File: src/design/ekd_pkg.sv
`timescale 1ns / 1ps

package ekd_pkg;

  typedef enum logic [1:0] {
    CMD_OFFER   = 2'd0,
    CMD_CLEAR   = 2'd1,
    CMD_RESTART = 2'd2
  } cmd_t;

  typedef enum logic [1:0] {
    PH_IDLE = 2'd0,
    PH_ESC  = 2'd1,
    PH_CSI  = 2'd2,
    PH_SS3  = 2'd3
  } phase_t;

  typedef enum logic [3:0] {
    KEY_NONE  = 4'd0,
    KEY_0     = 4'd1,
    KEY_1     = 4'd2,
    KEY_9     = 4'd3,
    KEY_W     = 4'd4,
    KEY_S     = 4'd5,
    KEY_A     = 4'd6,
    KEY_D     = 4'd7,
    KEY_Q     = 4'd8,
    KEY_E     = 4'd9,
    KEY_SPACE = 4'd10,
    KEY_P     = 4'd11,
    KEY_R     = 4'd12,
    KEY_H     = 4'd13,
    KEY_ENTER = 4'd14
  } key_t;

  localparam logic [7:0] ESC_BYTE     = 8'd27;
  localparam logic [7:0] CSI_END_LOW  = 8'h40;
  localparam logic [7:0] CSI_END_HIGH = 8'h7e;
  localparam logic [7:0] CSI_OPEN     = 8'h5b;
  localparam logic [7:0] SS3_OPEN     = 8'h4f;

  typedef struct packed {
    phase_t     phase_nxt;
    logic [3:0] key_nxt;
    logic       accepted;
    logic       new_key;
  } step_t;

  function automatic logic [3:0] map_key(input logic [7:0] c);
    logic [7:0] u;
    logic [3:0] k;
    u = c;
    if (c >= 8'h61 && c <= 8'h7a) begin
      u = c - 8'h20;
    end
    case (u)
      8'h30:   k = KEY_0;
      8'h31:   k = KEY_1;
      8'h39:   k = KEY_9;
      8'h57:   k = KEY_W;
      8'h53:   k = KEY_S;
      8'h41:   k = KEY_A;
      8'h44:   k = KEY_D;
      8'h51:   k = KEY_Q;
      8'h45:   k = KEY_E;
      8'h20:   k = KEY_SPACE;
      8'h50:   k = KEY_P;
      8'h52:   k = KEY_R;
      8'h48:   k = KEY_H;
      8'h0a,
      8'h0d:   k = KEY_ENTER;
      default: k = KEY_NONE;
    endcase
    return k;
  endfunction

endpackage

File: src/design/ekd_if.sv
`timescale 1ns / 1ps

interface ekd_in_if;
  logic       valid;
  logic       ready;
  logic [1:0] command;
  logic [7:0] byte_in;

  modport source (output valid, output command, output byte_in, input ready);
  modport sink (input valid, input command, input byte_in, output ready);
endinterface

interface ekd_out_if;
  logic       valid;
  logic       ready;
  logic       accepted;
  logic       new_key;
  logic [3:0] held_key;

  modport source (output valid, output accepted, output new_key, output held_key,
                  input ready);
  modport sink (input valid, input accepted, input new_key, input held_key,
                output ready);
endinterface

File: src/design/ekd_step.sv
`timescale 1ns / 1ps

module ekd_step import ekd_pkg::*; (
  input  phase_t     phase,
  input  logic [3:0] key,
  input  logic [1:0] command,
  input  logic [7:0] byte_in,
  output step_t      step
);

  logic [3:0] mapped;

  assign mapped = map_key(byte_in);

  always_comb begin
    step.phase_nxt = phase;
    step.key_nxt   = key;
    step.accepted  = 1'b0;
    step.new_key   = 1'b0;
    case (command)
      CMD_OFFER: begin
        if (key == KEY_NONE) begin
          step.accepted = 1'b1;
          if (byte_in == ESC_BYTE) begin
            step.phase_nxt = PH_ESC;
          end else begin
            unique case (phase)
              PH_ESC: begin
                if (byte_in == CSI_OPEN) begin
                  step.phase_nxt = PH_CSI;
                end else if (byte_in == SS3_OPEN) begin
                  step.phase_nxt = PH_SS3;
                end else begin
                  step.phase_nxt = PH_IDLE;
                end
              end
              PH_CSI: begin
                if (byte_in >= CSI_END_LOW && byte_in <= CSI_END_HIGH) begin
                  step.phase_nxt = PH_IDLE;
                end
              end
              PH_SS3: begin
                step.phase_nxt = PH_IDLE;
              end
              default: begin
                if (mapped != KEY_NONE) begin
                  step.key_nxt = mapped;
                  step.new_key = 1'b1;
                end
              end
            endcase
          end
        end
      end
      CMD_CLEAR: begin
        step.key_nxt = KEY_NONE;
      end
      CMD_RESTART: begin
        step.phase_nxt = PH_IDLE;
      end
      default: begin
      end
    endcase
  end

endmodule

File: src/design/escape_filtering_key_decoder.sv
`timescale 1ns / 1ps

// Terminal key decoder with ANSI escape filtering. Each item on in_chan is a
// command (offer byte, clear held key, restart escape tracking) and gives
// exactly one result item on out_chan. An item is taken every cycle as long
// as the result register is empty or being drained; the registered result
// appears in the cycle after acceptance. The escape phase and the held key are
// updated at acceptance, so items may follow back to back. While a key is
// held, an offered byte comes back with accepted low and must be offered
// again after a clear.

module escape_filtering_key_decoder import ekd_pkg::*; (
  input logic        clk,
  input logic        rst_n,
  ekd_in_if.sink     in_chan,
  ekd_out_if.source  out_chan
);

  phase_t     phase_r;
  logic [3:0] key_r;
  logic       out_valid_r;
  logic       accepted_r;
  logic       new_key_r;
  logic [3:0] held_key_r;
  step_t      step;
  logic       take;

  ekd_step u_step (
    .phase   (phase_r),
    .key     (key_r),
    .command (in_chan.command),
    .byte_in (in_chan.byte_in),
    .step    (step)
  );

  assign in_chan.ready     = !out_valid_r || out_chan.ready;
  assign take              = in_chan.valid && in_chan.ready;
  assign out_chan.valid    = out_valid_r;
  assign out_chan.accepted = accepted_r;
  assign out_chan.new_key  = new_key_r;
  assign out_chan.held_key = held_key_r;

  always_ff @(posedge clk) begin
    if (!rst_n) begin
      phase_r     <= PH_IDLE;
      key_r       <= KEY_NONE;
      out_valid_r <= 1'b0;
    end else if (take) begin
      phase_r     <= step.phase_nxt;
      key_r       <= step.key_nxt;
      out_valid_r <= 1'b1;
    end else if (out_chan.ready) begin
      out_valid_r <= 1'b0;
    end
  end

  always_ff @(posedge clk) begin
    if (take) begin
      accepted_r <= step.accepted;
      new_key_r  <= step.new_key;
      held_key_r <= step.key_nxt;
    end
  end

  a_clear_drops_key: assert property (@(posedge clk) disable iff (!rst_n)
    take && in_chan.command == CMD_CLEAR |=> key_r == KEY_NONE)
    else $error("clear left a key held");

  a_restart_idles: assert property (@(posedge clk) disable iff (!rst_n)
    take && in_chan.command == CMD_RESTART |=> phase_r == PH_IDLE)
    else $error("restart left escape phase active");

  a_held_refuses: assert property (@(posedge clk) disable iff (!rst_n)
    take && key_r != KEY_NONE |=> !accepted_r && !new_key_r)
    else $error("byte consumed while key held");

  a_new_key_shown: assert property (@(posedge clk) disable iff (!rst_n)
    out_valid_r && new_key_r |-> accepted_r && held_key_r != KEY_NONE)
    else $error("new key without accepted byte");

  a_key_matches: assert property (@(posedge clk) disable iff (!rst_n)
    take |=> held_key_r == key_r)
    else $error("result key differs from held key");

endmodule
File: src/flat_wrapper.sv
// flat-port wrapper written by rule: the top's interface ports become plain ports
module escape_filtering_key_decoder_flat import ekd_pkg::*;
  (clk, rst_n, in_chan_valid, in_chan_command, in_chan_byte_in, in_chan_ready, out_chan_valid, out_chan_accepted, out_chan_new_key, out_chan_held_key, out_chan_ready);
  ekd_in_if in_chan_i ();
  ekd_out_if out_chan_i ();
  input logic clk;
  input logic rst_n;
  input wire logic [$bits(in_chan_i.valid)-1:0] in_chan_valid;
  input wire logic [$bits(in_chan_i.command)-1:0] in_chan_command;
  input wire logic [$bits(in_chan_i.byte_in)-1:0] in_chan_byte_in;
  output wire logic [$bits(in_chan_i.ready)-1:0] in_chan_ready;
  output wire logic [$bits(out_chan_i.valid)-1:0] out_chan_valid;
  output wire logic [$bits(out_chan_i.accepted)-1:0] out_chan_accepted;
  output wire logic [$bits(out_chan_i.new_key)-1:0] out_chan_new_key;
  output wire logic [$bits(out_chan_i.held_key)-1:0] out_chan_held_key;
  input wire logic [$bits(out_chan_i.ready)-1:0] out_chan_ready;
  assign in_chan_i.valid = in_chan_valid;
  assign in_chan_i.command = in_chan_command;
  assign in_chan_i.byte_in = in_chan_byte_in;
  assign in_chan_ready = in_chan_i.ready;
  assign out_chan_valid = out_chan_i.valid;
  assign out_chan_accepted = out_chan_i.accepted;
  assign out_chan_new_key = out_chan_i.new_key;
  assign out_chan_held_key = out_chan_i.held_key;
  assign out_chan_i.ready = out_chan_ready;
  escape_filtering_key_decoder u_core (.clk(clk), .rst_n(rst_n), .in_chan(in_chan_i), .out_chan(out_chan_i));
endmodule
File: config.mk
export PLATFORM = sky130hd
export DESIGN_NAME = escape_filtering_key_decoder_flat
export DESIGN_NICKNAME = d
export VERILOG_FILES = /design/src/design/ekd_pkg.sv /design/src/design/ekd_if.sv /design/src/design/ekd_step.sv /design/src/design/escape_filtering_key_decoder.sv /design/src/flat_wrapper.sv
export SDC_FILE = /design/constraint.sdc
export NUM_CORES = 1
export LEC_CHECK = 0
export BUFFER_PORTS_ARGS = -buffer_cell sky130_fd_sc_hd__buf_2
export CAP_MARGIN = 20
export CORE_MARGIN = 3
export CORE_UTILIZATION = 55
export DETAILED_ROUTE_END_ITERATION = 7
export PLACE_DENSITY_LB_ADDON = 0.2
export SLEW_MARGIN = 20
export SYNTH_ARGS = -nofsm -noshare
export SYNTH_HDL_FRONTEND = slang
export SYNTH_SLANG_ARGS = --single-unit
File: constraint.sdc
create_clock -name clk -period 3.9 [get_ports clk]
set_clock_uncertainty 0.2 [all_clocks]
set_input_delay 0.39 -clock clk [delete_from_list [all_inputs] [get_ports clk]]
set_output_delay 0.39 -clock clk [all_outputs]
set_load 0.02 [all_outputs]
Yosys cells after proc, flatten, opt, wreduce, memory -nomap -nowiden. Index checks and enable logic that the tools add are counted.

Add/sub/neg operators: 1. Multiplexer cells: 18. Reduce and logical (&&, ||, !) cells: 14. Eq/ne operators: 26. Order comparisons: 4. Bitwise gates (word level): 2.

Operators with widths (number): $eq A8 B7 Y1 const B (11); $pmux W4 S14 (1); $eq A8 B6 Y1 const B (4); $eq A8 B4 Y1 const B (2); $ge A8 B7 Y1 const B (2); $le A8 B7 Y1 const B (2); $mux W8 (2); $mux W4 (3); $eq A8 B5 Y1 const B (1); $mux W2 (4); $pmux W4 S2 (1); $sub A8 B6 Y8 const B (1); $eq A2 B2 Y1 const B (3); $pmux W2 S3 (1); $reduce_or A6 Y1 (1); $mux W1 (5); $ne A5 B2 Y1 const B (1); $reduce_and A5 Y1 (1); $eq A2 B1 Y1 const B (2); $logic_not A4 Y1 (1); $ne A4 B4 Y1 const B (1); $pmux W2 S2 (1); $reduce_bool A2 Y1 (2); $reduce_bool A4 Y1 (1); 8 further kinds (11).

Word-level logic and storage cells: 71. Bits in registers: 13. Input port bits: 14.

Depth between registers and ports, before layout.
Depth in word-level cells: 12. Mapped depth: 8.

Cells and area by module. From an unflattened synthesis, not the netlist that was laid out.

Cell total of the unflattened synthesis: 138. Area total of the unflattened synthesis: 1157.4 sq um.

By module, submodules not included: ekd_step (times used 1, cells each 101, area each 681.9 sq um, seq. area each 0.0 sq um); escape_filtering_key_decoder (times used 1, cells each 37, area each 475.5 sq um, seq. area each 320.3 sq um).

Worst setup path before layout. No wires, ideal clock.

Kind: input-to-reg. From: input in_chan_byte_in[5]. To: register u_core.held_key_r[1] (netlist: u_core.out_chan.held_key[1]), data pin. Path buffers: 0. Required time: 3.569 ns. Cell stages on the path: 8. Path slack: 1.653 ns. Data arrival time: 1.916 ns. Path through: inv_1 -> ha_1 -> o21ai_1 -> or4b_1 -> nor3_1 -> a21oi_1 -> o311ai_1 -> a22o_1.

RTL lines: from (decl) (line flat_wrapper.sv:10) `input wire logic [$bits(in_chan_i.byte_in)-1:0] in_chan_byte_in;`; to (signal assigned) (line escape_filtering_key_decoder.sv:61) `held_key_r <= step.key_nxt;`; to (decl) (line escape_filtering_key_decoder.sv:24) `logic [3:0] held_key_r;`.

==> out/metrics.cfg <==
[logic_synthesis]
ys_types=56
ys_seq_elements=13
synth_warnings=0
ys_async_sr_fraction=0
synth_enable_flop_cells=6
synth_cells=143
syn-num-nets=164
synthFlopType=dfxtp_1
avgSynthCellArea_um2=8.452
syn_area_mm2=0.001209
synth-seq-area-share=0.2650

[sta]
worst_slack_ps=1462
maxSlewViolCount=0
hold_violations=0
fin_crit_sh=0.6251
setup_tns_ps=0
clock.fmax_mhz=410.2
max_slew_margin=0.6801
worst_pin_slew_ps=478.9
rsz0062_at_grt=no
final-setup-viol-count=0
period_minus_slack_ps=2438

[die]
rows=16
start_util=0.5978
core_area_mm2=0.002022
num_io_pins=22
die_w_um=52.88
dieArea_mm2=0.002796
dieHeight_um=52.88

[final_layout]
fin_util=0.6652
layout_common_cells=21 x buf_2, 13 x nand2_1, 10 x nor2_1
nets=184
layout_commonest_cell=buf_2
regArea_um2=320.3
multi_input_area_um2=825.8
diodes=0
layout-drive-gt1-share=0.2037
fill_cells=170
design_area_mm2=0.001345
syn_to_final_growth_pct=11.28

[global_routing]
grt_max_degree=17
grtUsageTotal=0.2151
grt_pass1_wl_um=4409
gr-total-overflow=0
antenna_found_initial=0
grt_pass1_vias=1060

[detailed_routing]
num_vias=1154
firstDrtPassIters=5
drt_wl_total_um=2684
wl_per_cell_um=14.20
first_iter_violations=38
drc_errors=0
viasPerCell=6.106
ant_nets=0

[pwr]
p_leak_nw=0.5276
p_total_mw=0.3135
vdd_drop_max_mv=0.1659
p_per_area_mw_per_mm2=233.1

[critical_path]
reg2reg_depth=6
cp_max_fo=8
worstSetupEndpointType=flop
arrival_ps=2390
path_class=input pin to flop
r2r_start=u_core.key_r[1]
required_ps=3860
crit_path_start_kind=input pin
r2r_slack_ps=1860
setup.worst_path.start=in_chan_byte_in[5]
r2r_end=u_core.key_r[0]
worstSetupEndpoint=u_core.out_chan.held_key[1]

[place]
place_congestion=0.8856
dp.final_hpwl_um=2116
port_buffers=21
dp_slack_ps=1206
dpl-instance-area_mm2=0.001319

[clock_tree]
numCtsBuffers=3
post_cts_buffers=0
cts_tree=yes
clock-sinks=13
clock_path_buffers=2
ctsHoldBuffers=0
cts_resized=0
htree_levels=1
clk_pin_slew_ps=70
cts_root_buffer=clkbuf_4
insertion_delay_ps=280

[min_path]
hold_class=input pin to flop
hold_start=in_chan_valid

[run]
cap_viol_max_count=0

[outcome]
status=finished, final reports clean

area by class of cell:
cell class / instances / area share
tap: 27 / 0.02512
clock buffer: 4 / 0.01953
multi-input combinational: 115 / 0.6140
inverter: 9 / 0.02512
timing repair buffer: 21 / 0.07814
sequential: 13 / 0.2381
sequential cells by signal, indices dropped and copies added, names as in the netlist:
register                  flops
u_core.out_chan.held_key      4
u_core.out_chan.new_key       1
u_core.phase_r                2
u_core.out_chan.accepted      1
u_core.key_r                  4
u_core.out_chan.valid         1
cells in the mapped netlist (all sizes together), types with 3 or more instances:
cell | instances | area, um2
nor2 | 10 | 37.54
o21ai | 13 | 65.06
buf | 3 | 17.52
dfxtp | 7 | 140.1
nor2b | 4 | 25.02
inv | 9 | 33.78
clkbuf | 3 | 11.26
nor4b | 3 | 32.53
ha | 7 | 87.58
nor3 | 6 | 41.29
nor4 | 3 | 33.78
nand2b | 5 | 31.28
nand2 | 14 | 60.06
nand3 | 4 | 20.02
edfxtp | 6 | 180.2
a21oi | 4 | 20.02
mux2i | 4 | 40.04
kinds of logic after synthesis:
group,Yosys count,synth area share
simple gates,65,0.3364
compound gates,37,0.2267
buf+inv,15,0.05176
flops,13,0.2650
fa+ha+maj,7,0.07246
mux,4,0.03313
xor+xnor,2,0.01450
metrics by stage:
stage | instances | hold WS, ps
floorplan | 143 | 250.7
global route | 189 | 182.6
finish | 189 | 158.6
CTS | 189 | 157.6
global placement | 185 | 261.3
detailed placement | 185 | 272.3
where the power goes:
group	internal, mW	leakage (nW)	switching (mW)
Combinational	0.0292	0.395	0.0526
Clock	0.0398	0.0150	0.0435
Sequential	0.147	0.117	0.00126
Total	0.216	0.528	0.0973
worst min-delay path by stage:
stage | slack (ps) | depth (start not counted) | endpoint
final | 160 | 3 | u_core.out_chan.valid
after global routing | 180 | 3 | u_core.out_chan.valid
after CTS | 160 | 3 | u_core.out_chan.valid
after detailed placement | 270 | 2 | u_core.key_r[3]
after global placement | 260 | 2 | u_core.key_r[3]
after floorplan | 250 | 2 | u_core.key_r[3]
worst max-delay path: stages:
cell	delay (ps)
buf_2	160
inv_1	100
ha_1	340
o21ai_1	250
or4b_1	520
nor3_1	210
a21oi_1	90
o311ai_1	140
a22o_1	200
layer usage:
metal / vias to the layer above / wire, um / global-route usage
met1: 534 / 1196 / 0.2444
li1: 575 / - / -
met4: 0 / 53 / 0.1064
met5: - / 0 / 0
met2: 40 / 1293 / 0.3843
met3: 5 / 141 / 0.03380
No activity file was read; power rests on OpenSTA's default activity.
